--- src/design/swik_pkg.sv ---
// shared constants and tables for the steered wheel kinematics block
package swik_pkg;

  localparam int unsigned FIELD_W = 16;
  localparam int unsigned CFG_IDX_W = 3;
  localparam int unsigned ANGLE_W = 18;
  localparam int unsigned CAND_W = 20;
  localparam int unsigned CORD_W = 36;
  localparam int unsigned ROOT_W = 32;
  localparam int unsigned TAB_LEN = 31;

  localparam logic [CFG_IDX_W-1:0] REG_MOUNT_X = 3'd0;
  localparam logic [CFG_IDX_W-1:0] REG_MOUNT_Y = 3'd1;
  localparam logic [CFG_IDX_W-1:0] REG_RADIUS = 3'd2;
  localparam logic [CFG_IDX_W-1:0] REG_MAX_STEER = 3'd3;
  localparam logic [CFG_IDX_W-1:0] REG_TOLERANCE = 3'd4;
  localparam logic [CFG_IDX_W-1:0] REG_MIN_SPEED = 3'd5;
  localparam logic [CFG_IDX_W-1:0] REG_USE_TOL = 3'd6;

  localparam logic signed [CAND_W-1:0] PI_Q12 = 20'sd12868;
  localparam logic signed [CAND_W-1:0] TWO_PI_Q12 = 20'sd25736;
  localparam logic signed [CAND_W-1:0] FOUR_PI_Q12 = 20'sd51472;
  localparam logic signed [CORD_W-1:0] PI_Q30 = 36'sd3373259426;
  localparam logic signed [FIELD_W-1:0] YAW_DEADBAND = 16'sd40;
  localparam logic signed [23:0] SPIN_MAX = 24'sh7FFFFF;
  localparam logic signed [23:0] SPIN_MIN = 24'sh800000;
  localparam logic signed [1:0] DIR_FWD = 2'sb01;
  localparam logic signed [1:0] DIR_REV = 2'sb11;
  localparam logic signed [1:0] DIR_NONE = 2'sb00;

  function automatic logic [31:0] atan_entry(input logic [4:0] idx);
    logic [31:0] r;
    unique case (idx)
      5'd0: r = 32'd843314856;
      5'd1: r = 32'd497837829;
      5'd2: r = 32'd263043836;
      5'd3: r = 32'd133525158;
      5'd4: r = 32'd67021686;
      5'd5: r = 32'd33543515;
      5'd6: r = 32'd16775850;
      5'd7: r = 32'd8388437;
      5'd8: r = 32'd4194282;
      5'd9: r = 32'd2097149;
      5'd10: r = 32'd1048575;
      5'd11: r = 32'd524287;
      5'd12: r = 32'd262143;
      5'd13: r = 32'd131071;
      5'd14: r = 32'd65535;
      5'd15: r = 32'd32767;
      5'd16: r = 32'd16383;
      5'd17: r = 32'd8191;
      5'd18: r = 32'd4095;
      5'd19: r = 32'd2047;
      5'd20: r = 32'd1023;
      5'd21: r = 32'd511;
      5'd22: r = 32'd255;
      5'd23: r = 32'd127;
      5'd24: r = 32'd63;
      5'd25: r = 32'd31;
      5'd26: r = 32'd15;
      5'd27: r = 32'd7;
      5'd28: r = 32'd3;
      5'd29: r = 32'd1;
      default: r = 32'd0;
    endcase
    return r;
  endfunction

endpackage

--- src/design/swik_root_div.sv ---
// iterative square root of the squared speed, then restoring divide by the radius
module swik_root_div import swik_pkg::*; (
  input  logic              clk,
  input  logic              rst,
  input  logic              start,
  input  logic [63:0]       sq,
  input  logic [14:0]       radius,
  output logic              done,
  output logic [ROOT_W-1:0] quot
);

  logic [63:0] n, res, bitv, trial;
  logic [14:0] rem;
  logic [15:0] rtry;
  logic [5:0] cnt;
  logic busy, div_phase;

  assign trial = res + bitv;
  assign rtry = {rem, quot[ROOT_W-1]};

  always_ff @(posedge clk) begin
    if (rst) begin
      busy <= 1'b0;
      done <= 1'b0;
      div_phase <= 1'b0;
      cnt <= '0;
    end else if (start) begin
      busy <= 1'b1;
      done <= 1'b0;
      div_phase <= 1'b0;
      cnt <= '0;
      n <= sq;
      res <= '0;
      bitv <= 64'h4000_0000_0000_0000;
    end else if (busy) begin
      cnt <= cnt + 6'd1;
      if (!div_phase) begin
        if (n >= trial) begin
          n <= n - trial;
          res <= (res >> 1) + bitv;
        end else begin
          res <= res >> 1;
        end
        bitv <= bitv >> 2;
        if (cnt == 6'd31) begin
          div_phase <= 1'b1;
          cnt <= 6'd0;
        end
      end else begin
        if (cnt == 6'd0) begin
          rem <= '0;
          quot <= res[ROOT_W-1:0];
        end else begin
          if (rtry >= {1'b0, radius}) begin
            rem <= 15'(rtry - {1'b0, radius});
            quot <= {quot[ROOT_W-2:0], 1'b1};
          end else begin
            rem <= rtry[14:0];
            quot <= {quot[ROOT_W-2:0], 1'b0};
          end
          if (cnt == 6'd32) begin
            busy <= 1'b0;
            done <= 1'b1;
          end
        end
      end
    end
  end

endmodule

--- config.mk ---
export PLATFORM = sky130hd
export DESIGN_NAME = swik_root_div
export DESIGN_NICKNAME = d
export VERILOG_FILES = /design/src/design/swik_pkg.sv /design/src/design/swik_root_div.sv
export SDC_FILE = /design/constraint.sdc
export NUM_CORES = 1
export LEC_CHECK = 0
export ABC_AREA = 1
export BUFFER_PORTS_ARGS = -buffer_cell sky130_fd_sc_hd__buf_2
export CAP_MARGIN = 40
export CORE_ASPECT_RATIO = 1.4
export CORE_MARGIN = 5
export CORE_UTILIZATION = 40
export DETAILED_ROUTE_END_ITERATION = 7
export GPL_TIMING_DRIVEN = 0
export SKIP_LAST_GASP = 1
export SYNTH_ARGS = -nofsm -noshare
export SYNTH_HDL_FRONTEND = slang
export SYNTH_SLANG_ARGS = --single-unit
--- constraint.sdc ---
create_clock -name clk -period 13.8 [get_ports clk]
set_clock_uncertainty 0.15 [all_clocks]
set_input_delay 2.76 -clock clk [delete_from_list [all_inputs] [get_ports clk]]
set_output_delay 2.76 -clock clk [all_outputs]
set_load 0.01 [all_outputs]
**Word level (Yosys, flattened, before mapping)**

Index checks and enable logic that the tools add are counted.

- Register bits after elaboration: 248
- Input bits: 82
- Output and inout port bits: 33
- Word-level logic and storage cells: 51

- Add/subtract/negate cells: 5
- Magnitude comparators: 2
- Eq/ne operators: 3
- Mux-type cells: 21
- Bitwise gates (word level): 3
- Reductions and logical operators: 8

Operators with widths:

| operator | number |
|---|---|
| $mux 64 | 9 |
| $add 63x64->64 | 1 |
| $add 64x64->64 | 1 |
| $ge 64x64->1 | 1 |
| $sub 64x64->64 | 1 |
| $mux 32 | 1 |
| $ge 16x15->1 | 1 |
| $mux 15 | 1 |
| $sub 15x15->15 | 1 |
| $mux 6 | 2 |
| $reduce_and 4->1 | 3 |
| $mux 1 | 8 |
| $add 6x1->6 const B | 1 |
| $eq 6x5->1 const B | 1 |
| $eq 6x6->1 const B | 1 |
| $logic_not 6->1 | 1 |
| $reduce_bool 2->1 | 2 |
| $not 1->1 | 3 |
| $reduce_and 3->1 | 1 |
| $ne 2x2->1 const B | 1 |
| $reduce_or 2->1 | 1 |

**Depth between registers and ports, before layout**

- Word-level depth: 6
- Depth in mapped cells: 29
- Mapped depth without buffers: 28

**Worst setup path after synthesis**

OpenSTA, ideal clock, no wires.

- Kind: input to register
- Start: in start
- End: reg n[0] (enable)
- Library setup time: 418 ps
- Data arrival time: 7,026 ps
- Data required time: 13,232 ps
- Path slack: 6,205 ps
- Stages on the path: 6
- Path buffers: 2
- Cell sequence: clkbuf_1 clkbuf_1 o21ai_0 inv_1 o21ai_0 inv_1

- Word-level cells in the longest chain between the ends: 2
- Elaborated cells on any way between the ends: 4
- Those cells by class: 1 x eq/ne; 3 x reduce/logical

Ends and longest elaborated chain:

| item | RTL line | source |
|---|---|---|
| start, declared | swik_root_div.sv:5 | `input logic start,` |
| $ne 2x2->1 (no line) or $reduce_bool 2->1 (tied branches) | -- |  |
| $reduce_and 4->1 (no line) * | -- |  |
| end signal, assigned | swik_root_div.sv:32 | `n <= sq;` |
| end signal, assigned | swik_root_div.sv:39 | `n <= n - trial;` |
| end, declared | swik_root_div.sv:12 | `logic [63:0] n, res, bitv, trial;` |

Mark *: on every way between the ends. The rest lies on a longest branch, timed or not.
A chain may end at the register's enable or synchronous reset.

**Final worst setup path**

- Start: reg res[10]
- End: reg n[3] (enable)

- Word-level cells in the longest chain between the ends: 4

Ends and longest elaborated chain:

| item | RTL line | source |
|---|---|---|
| start, declared | swik_root_div.sv:12 |  |
| start signal, assigned | swik_root_div.sv:40 | `res <= (res >> 1) + bitv;` |
| start signal, assigned | swik_root_div.sv:42 | `res <= res >> 1;` |
| $add 64x64->64 | swik_root_div.sv:18 | `assign trial = res + bitv;` |
| $ge 64x64->1 | swik_root_div.sv:38 | `if (n >= trial) begin` |
| $reduce_bool 2->1 (no line) | -- |  |
| $reduce_and 4->1 (no line) | -- |  |

Every way passes these cells.

==> results.yml <==
outcome:
  run_status: "complete, no violations"
logic_synthesis:
  synth.avg_cell_area_sq_um: 6.08
  yosys_register_bits: 216
  syn_area_sq_mm: 0.0232
  synthCells: 3820
  synth.yosys.warnings: 0
  synth_enable_flop_cells: 207
  synth_area_leaders: "edfxtp_1, nand2_1, inv_1"
  netlist.area_leader.share_pct: 26.8
  post_synthesis_sequential_area_ratio_pct: 27.5
  netlist-cell-type-count: 48
  proportion_of_register_bits_with_asynchronous_set_or_reset_after_synthesis_pct: 0
  postSynth.topFlopCell: "edfxtp_1"
  synth.largest_area_cell: "edfxtp_1"
  synth_nets: 4051
finish:
  layout_area_overhead_pct: 11.0
  final_common_cell: "nand2_1"
  final_layout_size_suffix_gt1_share_pct: 6.08
  multiInputGateArea_sq_mm: 0.0142
  post_layout_nonfiller_instances: 4737
  stdcell_area_sq_mm: 0.0258
  final.fill_count: 6300
  register_area_sq_mm: 0.00640
  fin_nets: 4205
  layout_common_cells: "nand2_1, inv_1, nor2_1"
route:
  finalWirelength_mm: 87.4
  via_per_inst: 5.09
  top_layer: "met4"
  route.met3.wl_mm: 2.82
  number_of_nets_with_antenna_violations_after_detailed_routing: 0
  drcViolationCount: 0
  route.detailed.wl_per_inst_um: 18.5
  vias: 24124
  dr.pass1.iters: 6
  met1_length_mm: 35.3
  wl_met2_mm: 43.4
  drt_first_iter_violations: 1717
cts:
  cts_buffer_depth: 3
  clockRootBuffer: "clkbuf_16"
  cts_tree: "built"
  worst_setup_hold_path_clk_slew_ps: 60
  cts_h_tree_depth: 1
  numCtsBuffers: 26
  post_cts.repair.setup_buffers: 0
  postCtsHoldBufs: 0
  post_cts_resize_count: 0
  cts_sinks: 216
  clkLatencyLatePin_ps: 600
floorplanning:
  pin_count: 115
  core.rowCount: 104
  fp.dieW_um: 214
  floorplan.die_area_sq_mm: 0.0631
  initial_utilization_pct: 40.4
  floorplan.core_area_sq_mm: 0.0575
  chipHeight_um: 295
placed_design:
  place_ws_ps: 7880
  place_hpwl_mm: 73.4
  dp_cell_count: 4688
  gp_congestion: 0.986
  port_buffers: 114
  place_area_sq_mm: 0.0249
setup_path:
  timing_worst_setup_path_type: "register to register"
  timing.critical_path.cells: "ha_1, nand2_1, o21ai_1, nor2_1, nand2_1, o21ai_0, o21ai_1, nand3b_1, nand3_1, nand2_1, ha_1, a21oi_1, o21ai_0, a21oi_1, nand2_1, a21oi_2, nand2_2, o21ai_0, inv_4, buf_16"
  slowest_delay_ps: 560
  library_cell_appearing_most_often_on_the_critical_path: "nand2_1"
  critical_path_peak_fanout: 43
  worst_setup_path_start_kind: "register"
  cpLargestDelayFamily: "compound AO/OA/AOI/OAI gates"
  worst-endpoint-required_ps: 13970
  critical_path.slowest_cell: "o21ai_1"
  worst_setup_path_end_kind: "register"
  worstPathArrival_ps: 5710
  timing.critical_path.buf_inv: 2
run:
  maxCapViolCount: 0
timing:
  maxSlewViolCount: 0
  rsz_0062_raised_after_global_routing: "false"
  relSlewSlack_pct: 41.5
  report.final.hold_viol_count: 0
  timing.final.setup_violations: 0
  final.setup.worst_slack_ps: 8260
  setup-tns-final_ps: 0
  fmax_mhz: 180
  hold_slack_ps: 342
  finalWorstPathRequiredPeriod_ps: 5540
  actual_transition_at_the_worst_max_transition_pin_ps: 878
  layout_worst_path_cycle_share_pct: 40.2
global_route:
  grt-ovfl-total: 0
  grt_start_max_net_pins: 59
  grt_antenna_before_repair: 1
  grt_pass1_vias: 23908
  globalRouteTotalUtil_pct: 27.1
  grt_first_pass_wirelength_mm: 131
hold_path:
  worstHoldPathType: "register to register"
pwr:
  worst_ir_drop_vdd_mv: 0.0680
  power_density_mw_per_mm2: 141
  total_leakage_power_nw: 13.0
-- synthesized netlist by cell type (9+ instances only) --
library cell	n
nand2_1	1504
inv_1	612
nor2_1	368
nand3_1	229
edfxtp_1	207
o21ai_0	173
a21oi_1	170
ha_1	147
xor2_1	65
xnor2_1	50
clkbuf_1	38
nor3_1	36
nand3b_1	32
nand4_1	23
nand2_2	20
and2_1	13
o21bai_1	13
dfxtp_1	9
nor4_1	9
or2_2	9
-- final cells by class --
class                           count  share of cell area, %
Buffer                             59                   1.15
Inverter                          622                   9.08
Clock inverter                     19                  0.791
Timing Repair Buffer              126                   2.86
Tap cell                          742                   3.60
Multi-Input combinational cell   2923                   55.1
Antenna cell                        1                0.00971
Clock buffer                       29                   2.57
Sequential cell                   216                   24.8
-- sequential cells by signal, summed over array words and instances, names as in the netlist --
register   flops
div_phase      1
busy           1
quot          32
n             64
res           64
bitv          32
cnt            6
done           1
rem           15
-- stage by stage --
| step | util, % | power, mW |
|---|---|---|
| finish | 44.8 | 3.64 |
| global route | 44.8 | 3.92 |
| CTS | 44.8 | 3.63 |
| detailed placement | 43.3 | 2.90 |
| global placement | 43.0 | 2.89 |
| floorplan | - | 2.31 |
-- worst paths after layout --
check,start,to,slack (ps),cells past startpoint
setup / recovery,res[10],n[3],8260,20
hold / removal,cnt[3],cnt[4],340,1
setup reg to reg,res[10],n[3],8260,20
hold reg to reg,cnt[3],cnt[4],340,1
-- per-layer routing --
metal	global-route usage, %	up-vias
li1	-	12377
met1	31.4	10963
met2	49.5	566
met3	1.75	218
met4	14.6	0
met5	0	-
-- power by group --
part | total [mW] | switching, mW | internal (mW) | leakage [nW]
Sequential | 0.941 | 0.0902 | 0.851 | 2.06
Combinational | 1.98 | 1.34 | 0.635 | 10.6
Clock | 0.723 | 0.331 | 0.392 | 0.413
-- cell families (layout without fill, tap and decap cells) --
kind of cell	after synthesis	in the layout	synth area share [%]
adders and majority gates	149	149	8.09
xor gates and xnor gates	115	115	4.34
DFF	216	216	27.5
other	0	1	0
buffers and inverters	681	855	11.3
AOI/OAI and AO/OA	392	392	8.93
and+or+nand+nor	2267	2267	39.8
Note: power is estimated with default switching activity, not from simulation.
