$ cat config.mk
export PLATFORM = sky130hd
export DESIGN_NAME = swik_cordic
export DESIGN_NICKNAME = d
export VERILOG_FILES = /design/src/design/swik_pkg.sv /design/src/design/swik_cordic.sv
export SDC_FILE = /design/constraint.sdc
export NUM_CORES = 1
export LEC_CHECK = 0
export BUFFER_PORTS_ARGS = -buffer_cell sky130_fd_sc_hd__buf_2
export CORE_MARGIN = 1.5
export CORE_UTILIZATION = 30
export DETAILED_ROUTE_END_ITERATION = 8
export HOLD_SLACK_MARGIN = 0.15
export PLACE_DENSITY = 0.46
export SLEW_MARGIN = 20
export SYNTH_ARGS = -nofsm -noshare
export SYNTH_HDL_FRONTEND = slang
export SYNTH_SLANG_ARGS = --single-unit
export TNS_END_PERCENT = 1
$ cat constraint.sdc
create_clock -name clk -period 6.9 [get_ports clk]
set_clock_uncertainty 0.2 [all_clocks]
set_input_delay 0.345 -clock clk [delete_from_list [all_inputs] [get_ports clk]]
set_output_delay 0.345 -clock clk [all_outputs]
set_load 0.005 [all_outputs]
$ cat src/design/swik_pkg.sv
// shared constants and tables for the steered wheel kinematics block
package swik_pkg;

  localparam int unsigned FIELD_W = 16;
  localparam int unsigned CFG_IDX_W = 3;
  localparam int unsigned ANGLE_W = 18;
  localparam int unsigned CAND_W = 20;
  localparam int unsigned CORD_W = 36;
  localparam int unsigned ROOT_W = 32;
  localparam int unsigned TAB_LEN = 31;

  localparam logic [CFG_IDX_W-1:0] REG_MOUNT_X = 3'd0;
  localparam logic [CFG_IDX_W-1:0] REG_MOUNT_Y = 3'd1;
  localparam logic [CFG_IDX_W-1:0] REG_RADIUS = 3'd2;
  localparam logic [CFG_IDX_W-1:0] REG_MAX_STEER = 3'd3;
  localparam logic [CFG_IDX_W-1:0] REG_TOLERANCE = 3'd4;
  localparam logic [CFG_IDX_W-1:0] REG_MIN_SPEED = 3'd5;
  localparam logic [CFG_IDX_W-1:0] REG_USE_TOL = 3'd6;

  localparam logic signed [CAND_W-1:0] PI_Q12 = 20'sd12868;
  localparam logic signed [CAND_W-1:0] TWO_PI_Q12 = 20'sd25736;
  localparam logic signed [CAND_W-1:0] FOUR_PI_Q12 = 20'sd51472;
  localparam logic signed [CORD_W-1:0] PI_Q30 = 36'sd3373259426;
  localparam logic signed [FIELD_W-1:0] YAW_DEADBAND = 16'sd40;
  localparam logic signed [23:0] SPIN_MAX = 24'sh7FFFFF;
  localparam logic signed [23:0] SPIN_MIN = 24'sh800000;
  localparam logic signed [1:0] DIR_FWD = 2'sb01;
  localparam logic signed [1:0] DIR_REV = 2'sb11;
  localparam logic signed [1:0] DIR_NONE = 2'sb00;

  function automatic logic [31:0] atan_entry(input logic [4:0] idx);
    logic [31:0] r;
    unique case (idx)
      5'd0: r = 32'd843314856;
      5'd1: r = 32'd497837829;
      5'd2: r = 32'd263043836;
      5'd3: r = 32'd133525158;
      5'd4: r = 32'd67021686;
      5'd5: r = 32'd33543515;
      5'd6: r = 32'd16775850;
      5'd7: r = 32'd8388437;
      5'd8: r = 32'd4194282;
      5'd9: r = 32'd2097149;
      5'd10: r = 32'd1048575;
      5'd11: r = 32'd524287;
      5'd12: r = 32'd262143;
      5'd13: r = 32'd131071;
      5'd14: r = 32'd65535;
      5'd15: r = 32'd32767;
      5'd16: r = 32'd16383;
      5'd17: r = 32'd8191;
      5'd18: r = 32'd4095;
      5'd19: r = 32'd2047;
      5'd20: r = 32'd1023;
      5'd21: r = 32'd511;
      5'd22: r = 32'd255;
      5'd23: r = 32'd127;
      5'd24: r = 32'd63;
      5'd25: r = 32'd31;
      5'd26: r = 32'd15;
      5'd27: r = 32'd7;
      5'd28: r = 32'd3;
      5'd29: r = 32'd1;
      default: r = 32'd0;
    endcase
    return r;
  endfunction

endpackage

$ cat src/design/swik_cordic.sv
// iterative vectoring cordic giving the negated wheel angle in q6.12
module swik_cordic import swik_pkg::*; #(
  parameter int STEPS = 14
) (
  input  logic                      clk,
  input  logic                      rst,
  input  logic                      start,
  input  logic signed [32:0]        x_in,
  input  logic signed [31:0]        y_in,
  output logic                      done,
  output logic signed [ANGLE_W-1:0] angle
);

  logic signed [CORD_W-1:0] x, y, z;
  logic [4:0] step;
  logic busy;
  logic signed [CORD_W-1:0] dx, dy, zt, x0, y0, zr;

  assign dx = x >>> step;
  assign dy = y >>> step;
  assign zt = CORD_W'(signed'({4'b0, atan_entry(step)}));
  assign x0 = CORD_W'(x_in);
  assign y0 = CORD_W'(y_in);
  assign zr = (z + 36'sd131072) >>> 18;
  assign angle = ANGLE_W'(-zr);

  always_ff @(posedge clk) begin
    if (rst) begin
      busy <= 1'b0;
      done <= 1'b0;
      step <= '0;
    end else if (start) begin
      busy <= 1'b1;
      done <= 1'b0;
      step <= '0;
      if (x0 < 0) begin
        x <= -x0;
        y <= -y0;
        z <= (y0 >= 0) ? PI_Q30 : -PI_Q30;
      end else begin
        x <= x0;
        y <= y0;
        z <= '0;
      end
    end else if (busy) begin
      if (y > 0) begin
        x <= x + dy;
        y <= y - dx;
        z <= z + zt;
      end else begin
        x <= x - dy;
        y <= y + dx;
        z <= z - zt;
      end
      step <= step + 5'd1;
      if (step == 5'(STEPS - 1)) begin
        busy <= 1'b0;
        done <= 1'b1;
      end
    end
  end

endmodule

**After elaboration in Yosys (flattened, before gate mapping)**

Memories as Yosys holds them, arrays and structs flattened. A register that Yosys moved wholly into a read port is not among the register bits.
Cells that the tools add are included.

- Memories: 1
- Logic and storage cells: 47
- Bits in read-only memories: 960
- Input bits: 68
- Register bits after elaboration: 115
- Output and inout bits: 19

- Bitwise logic cells: 1
- Shifts and indexed selects: 2
- Reduce and logical (&&, ||, !) cells: 4
- Multiplexer cells: 18
- Eq/ne operators: 1
- $add $sub $neg: 11
- Magnitude comparators: 3

Memory list:

| name | depth | bits a word | read ports | clocked after Yosys merged registers in | wr ports | RTL line | RTL |
|---|---|---|---|---|---|---|---|
| (name not given) | 32 | 30 | 1 | 1 | 0 | swik_pkg.sv:33 | `unique case (idx)` |

Operators by type and width:

| operator | count |
|---|---|
| 36-bit 2-to-1 mux | 13 |
| 36-bit adder | 2 |
| 36-bit by 5-bit >>> shifter with 36-bit output | 2 |
| 36-bit subtractor | 2 |
| 36-bit by 19-bit adder with 36-bit output, second input constant | 1 |
| 36-bit by 33-bit adder with 36-bit output | 1 |
| 36-bit by 1-bit greater-than comparator with 1-bit output, second input constant | 1 |
| 32-bit negator with 36-bit output | 1 |
| 33-bit negator with 36-bit output | 1 |
| 36-bit by 33-bit subtractor with 36-bit output | 1 |
| 33-bit by 1-bit less-than comparator with 1-bit output, second input constant | 1 |
| 32-bit by 1-bit >= comparator with 1-bit output, second input constant | 1 |
| 18-bit negator | 1 |
| 5-bit 2-to-1 mux | 2 |
| 5-bit by 1-bit adder with 5-bit output, second input constant | 1 |
| 5-bit by 4-bit equality test with 1-bit output, second input constant | 1 |
| 2-bit AND reduction | 2 |
| 1-bit 2-to-1 mux | 3 |
| 2-bit nonzero test | 1 |
| 2-bit OR reduction | 1 |
| 1-bit inverter | 1 |

**Depth between registers and ports, before layout**

Gate-level depths: netlist of the first run.

- Depth after elaboration: 5
- Depth in mapped cells: 28
- Gate-level depth less buffers: 23

**Worst setup path after synthesis of the first run**

Ideal clock, no wire load.

- Kind: input-to-reg
- Start: input port start
- End: register x[0] (enable)
- Data required time: 6.124 ns
- Path buffers: 3
- Arrival time: 5.745 ns
- Cell stages on the path: 5
- Setup time: 0.576 ns
- Setup slack: 0.379 ns
- Path through: clkbuf_1 clkbuf_1 buf_1 nor2_1 nor2_1

- Word-level cells in the longest chain between the ends: 2

RTL lines:

| item | RTL line | RTL |
|---|---|---|
| start: declaration | swik_cordic.sv:7 | `input logic start,` |
| 2-bit nonzero test (no line) | n/a |  |
| 2-bit AND reduction (no line) | n/a |  |
| end signal: assignment | swik_cordic.sv:37 | `x <= -x0;` |
| end signal: assignment | swik_cordic.sv:47 | `x <= x + dy;` |
| end signal: assignment | swik_cordic.sv:51 | `x <= x - dy;` |
| end: declaration | swik_cordic.sv:14 | `logic signed [CORD_W-1:0] x, y, z;` |

No other way between the ends.
A chain may end at the register's enable or synchronous reset.

**Worst setup path after layout of the first run**

- Start: register step[1]
- End: register y[31], data pin

- Word-level cells in the longest chain between the ends: 5
- Elaborated cells between the ends (all ways): 6
- Classes of those cells: add/sub (2); shift (1); mux (3)

RTL lines:

| item | RTL line | RTL |
|---|---|---|
| start: declaration | swik_cordic.sv:15 | `logic [4:0] step;` |
| start signal: assignment | swik_cordic.sv:55 | `step <= step + 5'd1;` |
| 36-bit by 5-bit >>> shifter with 36-bit output (*) | swik_cordic.sv:19 | `assign dx = x >>> step;` |
| 36-bit adder or 36-bit subtractor (tied branches) | swik_cordic.sv:52, swik_cordic.sv:48 |  |
| 36-bit 2-to-1 mux (*) | swik_cordic.sv:46 | `if (y > 0) begin` |
| 36-bit 2-to-1 mux (*) | swik_cordic.sv:45 | `end else if (busy) begin` |
| 36-bit 2-to-1 mux (*) | swik_cordic.sv:32 | `end else if (start) begin` |
| end signal: assignment | swik_cordic.sv:38 | `y <= -y0;` |
| end signal: assignment | swik_cordic.sv:48 | `y <= y - dx;` |
| end signal: assignment | swik_cordic.sv:52 | `y <= y + dx;` |
| end: declaration | swik_cordic.sv:14 |  |

Every way passes the cells marked *; elsewhere a longest branch is shown, timed or not. The select of a mux whose other input is x is not followed.

==> results.md, run 1 <==
* Post-synthesis mux area share at 0.164
* GP Congestion at about 0.94
* Post-synthesis async set-or-reset flop share at 0
* Yosys cell types at slightly above 90
* Final worst path period share at 0.954
* Router iterations before antenna repair at 7
* Req. time, crit path at ~7 ns
* Critical path capture point type: flip-flop
* CTS root buf: clkbuf_16
* CP max FO at 18
* Critical Path Slowest Stage Cell: dfxtp_4
* Most used cell, CP: a21oi_1
* Syn_area_per_cell at 8.37 um2
* CTS clk-pin slew, worst paths at approximately 0.090 ns
* Fill cells at between 7,000 and 8,000
* H-tree Lvls at 4
* Area delta synth->final at 15.8%
* Final setup violation count at 0
* Outcome: finished, final reports clean
* Chip width at approximately 270 um
* # DRC at 0
* Simple logic cell fraction of the synthesized area at 0.183
* Antenna violations before repair at 0
* IO Pins at 87
* Max Cap Viol at 0
* Crit path largest cell delay at roughly 0.63 ns
* Critical path type: reg2reg
* Port bufs at 86
* Maximum vdd drop at approximately 0.16 mV
* Setup TNS at 0 ns
* Die area at ~72,000 um2
* Vias in the first global route at 20,700
* Via count at roughly 21,000
* Global Route Usage Sum at 0.236
* Final wirelength at approximately 87,000 um
* Pins Over Slew Limit at 0
* Hold Fails Final Rpt at 0
* Area of the mapped netlist at between 20,000 and 25,000 um2
* CTS tree: built
* Num rows at 97
* Largest family of logic cells by synthesized area: compound AO/OA/AOI/OAI gates
* CTS buffer count at 17
* Syn nets at 2,733
* Least-Margin Pin Slew at approximately 0.93 ns
* Tmin final at between 6 and 7 ns
* Cells along the critical path: buf_4 -> mux4_2 -> a222oi_1 -> buf_4 -> o22ai_1 -> nor3_2 -> nand3b_1 -> nor2_1 -> nand2_1 -> o21ai_0 -> xnor2_1 -> ha_1 -> a21oi_1 -> o21ai_0 -> a311o_1 -> a2111o_1 -> o211ai_1 -> a21boi_0 -> or3_1 -> a21oi_1 -> a21oi_1
* Critical path launch point type: flip-flop
* Max frequency at roughly 150 MHz
* Crit path DAT at between 6 and 7 ns
* Compound-cell area share of the yosys netlist at 0.243
* Worst min-delay path class: in2reg
* CORE AREA at about 70,000 um2
* Synth warnings at 0
* Post-synthesis sequential area ratio at 0.188
* Longest Clk Path Bufs at 2
* Clk_lat worst skew at approximately 0.50 ns
* RSZ-0062 raised after global routing: false
* Global-route wire length before repair at 130,000 um
* EDFF count, synth at 108
* Via density at 5.88
* Pwr Density at approximately 310 nW/um2
* Hold slack at 0.200 ns
* Antenna viol nets, final at 0
* Max_slew headroom at 0.379
* Dpl hpwl at approximately 67,000 um
* Leak at slightly above 0.009 uW
* Layout Nets at roughly 2,900
* # diodes at 0
* Yosys reg bits at around 150
* Initial drt markers at 1,836
* Synth Area in Adders at 0.0753
* Die Ht at 269 um
* Fraction of layout cells with a size suffix above 1 at 0.167
* Syn Inst Count at 2,539
* Primary FF master, synth: edfxtp_1
* Clk sinks at around 150
* Largest net degree at the start of global routing at 89
* Wirelength per Cell at 23.7 um
* Initial core utilization at 0.303
* Total grt overflow at 0
* Post-Synth XOR/XNOR Area at 0.105
-- cells by family (layout without fill, tap and decap cells) --
logic type / Yosys count / count (layout)
AOI/OAI and AO/OA: 806 / 806
xor gates and xnor gates: 254 / 254
adders and majority gates: 126 / 126
buffers and inverters: 207 / 377
DFF: 145 / 145
muxes: 227 / 227
and+or+nand+nor: 774 / 774
-- report_power, final --
part	total, uW	switching, uW	internal [uW]
Combinational	5050	2820	2230
Clock	1010	521	491
Sequential	1640	426	1210
Total	7690	3760	3930
-- worst max-delay path: cells and delay by family, from the launching register on --
kind                       cells  cell delay [ns]
and+or+nand+nor                5             1.22
muxes                          1             0.56
adders and majority gates      1             0.34
buffers and inverters          2             0.48
AOI/OAI and AO/OA             11             2.67
xor gates and xnor gates       1             0.18
DFF                            1             0.63
-- layer usage --
metal | vias up | share of wire | track usage
met1 | 10600 | 0.45 | 0.313
met4 | 0 | 0.029 | 0.0802
met5 | - | 0 | 0
met2 | 688 | 0.47 | 0.395
met3 | 120 | 0.049 | 0.0296
li1 | 10000 | - | -
-- Yosys cell counts (29+ instances only) --
cell / number / share of area
o21ai_0: 203 / 0.048
nand2b_1: 29 / 0.0085
a31oi_1: 30 / 0.0088
and3_1: 32 / 0.0094
nor2_1: 173 / 0.031
clkbuf_1: 78 / 0.014
mux4_2: 91 / 0.096
inv_1: 62 / 0.011
a21o_1: 49 / 0.017
edfxtp_1: 108 / 0.15
a21oi_1: 218 / 0.051
nand3_1: 62 / 0.015
o31ai_1: 44 / 0.016
mux2i_1: 77 / 0.036
mux2_2: 58 / 0.031
ha_1: 123 / 0.072
xnor2_1: 136 / 0.056
xor2_1: 118 / 0.049
nand2_1: 224 / 0.040
dfxtp_1: 37 / 0.035
buf_2: 34 / 0.0080
nor3_1: 52 / 0.012
-- placed cells by master, fill, tap and decap left out, types with 32 or more instances in the layout --
cell           synthesis  final
inv_1                 62     61
mux4_2                91     91
mux2_2                58     58
xnor2_1              136    136
nand2_1              224    223
a21o_1                49     49
a21oi_1              218    218
ha_1                 123    123
edfxtp_1             108    108
nor2_1               173    171
nand3_1               62     62
xor2_1               118    118
nor3_1                52     51
dfxtp_1               37     32
buf_4                 10    121
buf_2                 34     85
mux2i_1               77     77
dlygate4sd3_1          0     65
o21ai_0              203    203
o31ai_1               44     44
and3_1                32     32
-- area by class of cell --
class / count / area [um2] / share of cell area
Clock buffer: 17 / 425 / 0.0173
Clock inverter: 15 / 180 / 0.00733
Inverter: 64 / 240 / 0.00977
Multi-Input combinational cell: 2187 / 16400 / 0.666
Sequential cell: 145 / 4000 / 0.163
Tap cell: 940 / 1180 / 0.0478
Timing Repair Buffer: 281 / 2180 / 0.0888
-- metrics by stage --
step	instances	cell area [um2]	setup slack, ns	total power (uW)	utilization
after floorplan	2539	21200	0.379	5050	-
after global placement	3549	23300	0.334	6560	0.332
after detailed placement	3549	23300	0.200	6580	0.332
after CTS	3646	24500	0.134	7680	0.350
after global routing	3649	24600	0.00810	8290	0.351
final	3649	24600	0.320	7690	0.351
-- worst paths after layout --
check | end | startpoint | slack, ns | depth (start not counted)
hold / removal | x[15] | x_in[15] | 0.20 | 4
setup / recovery | y[31] | step[1] | 0.32 | 21
hold reg to reg | done | done | 0.38 | 2
setup reg to reg | y[31] | step[1] | 0.32 | 21
-- state kept, by name, indices dropped and copies added, names as in the netlist --
register	count
z	36
busy	1
done	1
zt	30
x	36
step	5
y	36
-- repair_timing --
action,4_1_cts,5_1_grt
endpoints found under the hold margin,91,0
setup buffers,0,3
endpoints found under the setup margin,0,10
hold buffers,65,0
gates resized for setup,0,3
No activity file was read; power rests on OpenSTA's default activity.
==> run 2, diff against run 1 <==
- REMOVE_ABC_BUFFERS: unset -> 1
- SETUP_SLACK_MARGIN: unset -> 0.05
==> run 2 against run 1 <==
  * First-iteration DRC count decreased by 4.5%
  * Register-to-register slack improved by 0.02 ns
  * Via count increased by 0.89%
  * Combinational power increased by 6.5%
  * Design area increased by 2.3%
  * Hold slack improved by 0.10 ns
  * Global-route usage decreased by 0.75 points
  * Die area unchanged
  * Cell count increased by 2.3%
  * Highest routed layer is now met5
==> results.md, run 2 (synthesis gave the netlist of run 1 again) <==
* Outcome: finished, final reports clean
* Critical path type: reg2reg
* Port bufs at 86
* Router iterations before antenna repair at 6
* Fraction of layout cells with a size suffix above 1 at 0.190
* Total grt overflow at 0
* Crit-path leading delay family: compound AO/OA/AOI/OAI gates
* Commonest non-fill, non-tap cell in the layout: nand2_1
* GP Congestion at between 0.9 and 1
* Clock Power Share at 0.123
* # diodes at 0
* Most used cell, CP: a21oi_1
* Layout Nets at 2,974
* Tmin final at 6.56 ns
* Max frequency at approximately 150 MHz
* Critical R2R Capture: y[31]
* Antenna violations before repair at 2
* Critical path launch point type: flip-flop
* Via count at between 20,000 and 25,000
* CTS root buf: clkbuf_16
* Max_slew headroom at 0.279
* CTS clk-pin slew, worst paths at ~0.080 ns
* Critical Path Slowest Stage Cell: mux4_2
* Switch share at 0.473
* CP max FO at between 40 and 50
* Global-route wire length before repair at between 100,000 and 150,000 um
* Sw Pwr at between 3000 and 4000 uW
* IO Pins at 87
* Req. time, crit path at a little under 7 ns
* Pwr Density at approximately 320 nW/um2
* CTS buffer count at 17
* Initial drt markers at around 1,800
* Hold Fails Final Rpt at 0
* Min-delay src: done
* Largest net degree at the start of global routing at between 70 and 80
* Via density at 5.80
* Clk_lat worst skew at ~0.51 ns
* Hold depth at 2
* Finished Layout Cells at between 3,000 and 4,000
* Critical path capture point type: flip-flop
* Final wirelength at about 84,000 um
* Dpl ws at ~0.27 ns
* Final worst path period share at 0.951
* Longest Clk Path Bufs at 2
* # DRC at 0
* Most frequent cells in the layout: 223 x nand2_1, 218 x a21oi_1, 206 x buf_4, 203 x o21ai_0, 172 x nor2_1
* RSZ-0062 raised after global routing: false
* Final setup violation count at 0
* Max Cap Viol at 0
* Crit path DAT at ~6.6 ns
* Crit path largest cell delay at between 0.5 and 0.6 ns
* Initial core utilization at 0.303
* Final core occ at 0.359
* Setup TNS at 0 ns
* Global Route Usage Sum at 0.229
* Num rows at 97
* WHS Endpoint: done
* PnR worst setup slack at 0.341 ns
* Int Power at approximately 4200 uW
* Largest regs: x x36, y x36, z x36
* Worst min-delay path class: reg2reg
* Pins Over Slew Limit at 0
* Seq pwr share at 0.199
* Maximum vdd drop at 0.163 mV
* Clk sinks at ~150
* Chip width at 269 um
* Worst R2R Path Depth at 22
* CORE AREA at 70,000 um2
* Cells after DPL at 3,631
* Dpl hpwl at roughly 64,000 um
* Leak at around 0.0097 uW
* Internal reg-to-reg setup slack at roughly 0.34 ns
* Antenna viol nets, final at 0
* Vias in the first global route at 20,900
* CTS tree: built
* H-tree Lvls at 4
* Worst r2r src: step[1]
* Least-Margin Pin Slew at about 1.1 ns
* Die Ht at around 270 um
* Die area at between 70,000 and 80,000 um2
* Combinational power share at 0.678
* WP buf/inv at 3
* Wirelength per Cell at around 22 um
* Cells along the critical path: buf_12 -> buf_4 -> mux4_2 -> mux2i_1 -> nor2_1 -> a311oi_1 -> buf_4 -> nand3_2 -> nor3_1 -> and2_1 -> nor3b_1 -> mux2i_1 -> o21ai_1 -> ha_1 -> a21oi_1 -> o21ai_0 -> a2111o_1 -> o211ai_1 -> a21boi_0 -> or3_1 -> a21oi_1 -> a21oi_1
* Area delta synth->final at 18.4%
[run 2: timing repair]
item | 4_1_cts | 5_1_grt
gates resized for setup | 0 | 2
endpoints found under the setup margin | 0 | 6
setup buffers | 0 | 3
hold buffers | 67 | 0
endpoints found under the hold margin | 69 | 0
[run 2: tightest hold or removal path: cells and delay by family, from the launching register on]
kind	cells	cell delay, ns
flip-flops	1	0.35
AO/OA/AOI/OAI	1	0.05
AND/OR/NAND/NOR	1	0.07
[run 2: stage by stage]
step / instance area (um2) / power [uW] / hold WS (ns)
final: 25100 / 7930 / 0.304
after global routing: 25100 / 8550 / 0.363
after CTS: 25100 / 7920 / 0.339
after detailed placement: 23900 / 6850 / 0.323
after global placement: 23900 / 6830 / 0.333
after floorplan: 20600 / 5020 / 0.217
[run 2: metal layers]
| layer | global-route usage | routed length (um) | vias up | part of all wire |
|---|---|---|---|---|
| li1 | - | - | 10200 | - |
| met1 | 0.300 | 36600 | 10600 | 0.44 |
| met2 | 0.375 | 38900 | 756 | 0.47 |
| met3 | 0.0391 | 5070 | 136 | 0.061 |
| met4 | 0.0865 | 3010 | 4 | 0.036 |
| met5 | 0 | 20 | - | 0.00024 |
[run 2: layout make-up]
type | count | area, um2
Clock buffer | 18 | 429
Clock inverter | 14 | 139
Fill cell | 7273 | 44900
Inverter | 64 | 240
Multi-Input combinational cell | 2187 | 16400
Sequential cell | 145 | 4000
Tap cell | 940 | 1180
Timing Repair Buffer | 365 | 2780
[run 2: how the worst max path moves through the flow]
stage | cells after the start | slack [ns] | to | from
after CTS | 24 | 0.20 | x[34] | step[1]
after detailed placement | 24 | 0.27 | x[34] | step[1]
final | 22 | 0.34 | y[31] | step[1]
after global routing | 20 | 0.08 | y[31] | step[1]
after floorplan | 21 | -2.55 | x[34] | step[1]
after global placement | 23 | 0.21 | x[34] | step[1]
[run 2: power groups by stage]
stage	sequential, uW	combinational [uW]	clock, uW
global route	1590	5920	1030
CTS	1570	5340	1010
global placement	1580	5250	0
detailed placement	1580	5270	0
floorplan	1430	3590	0
finish	1580	5380	974
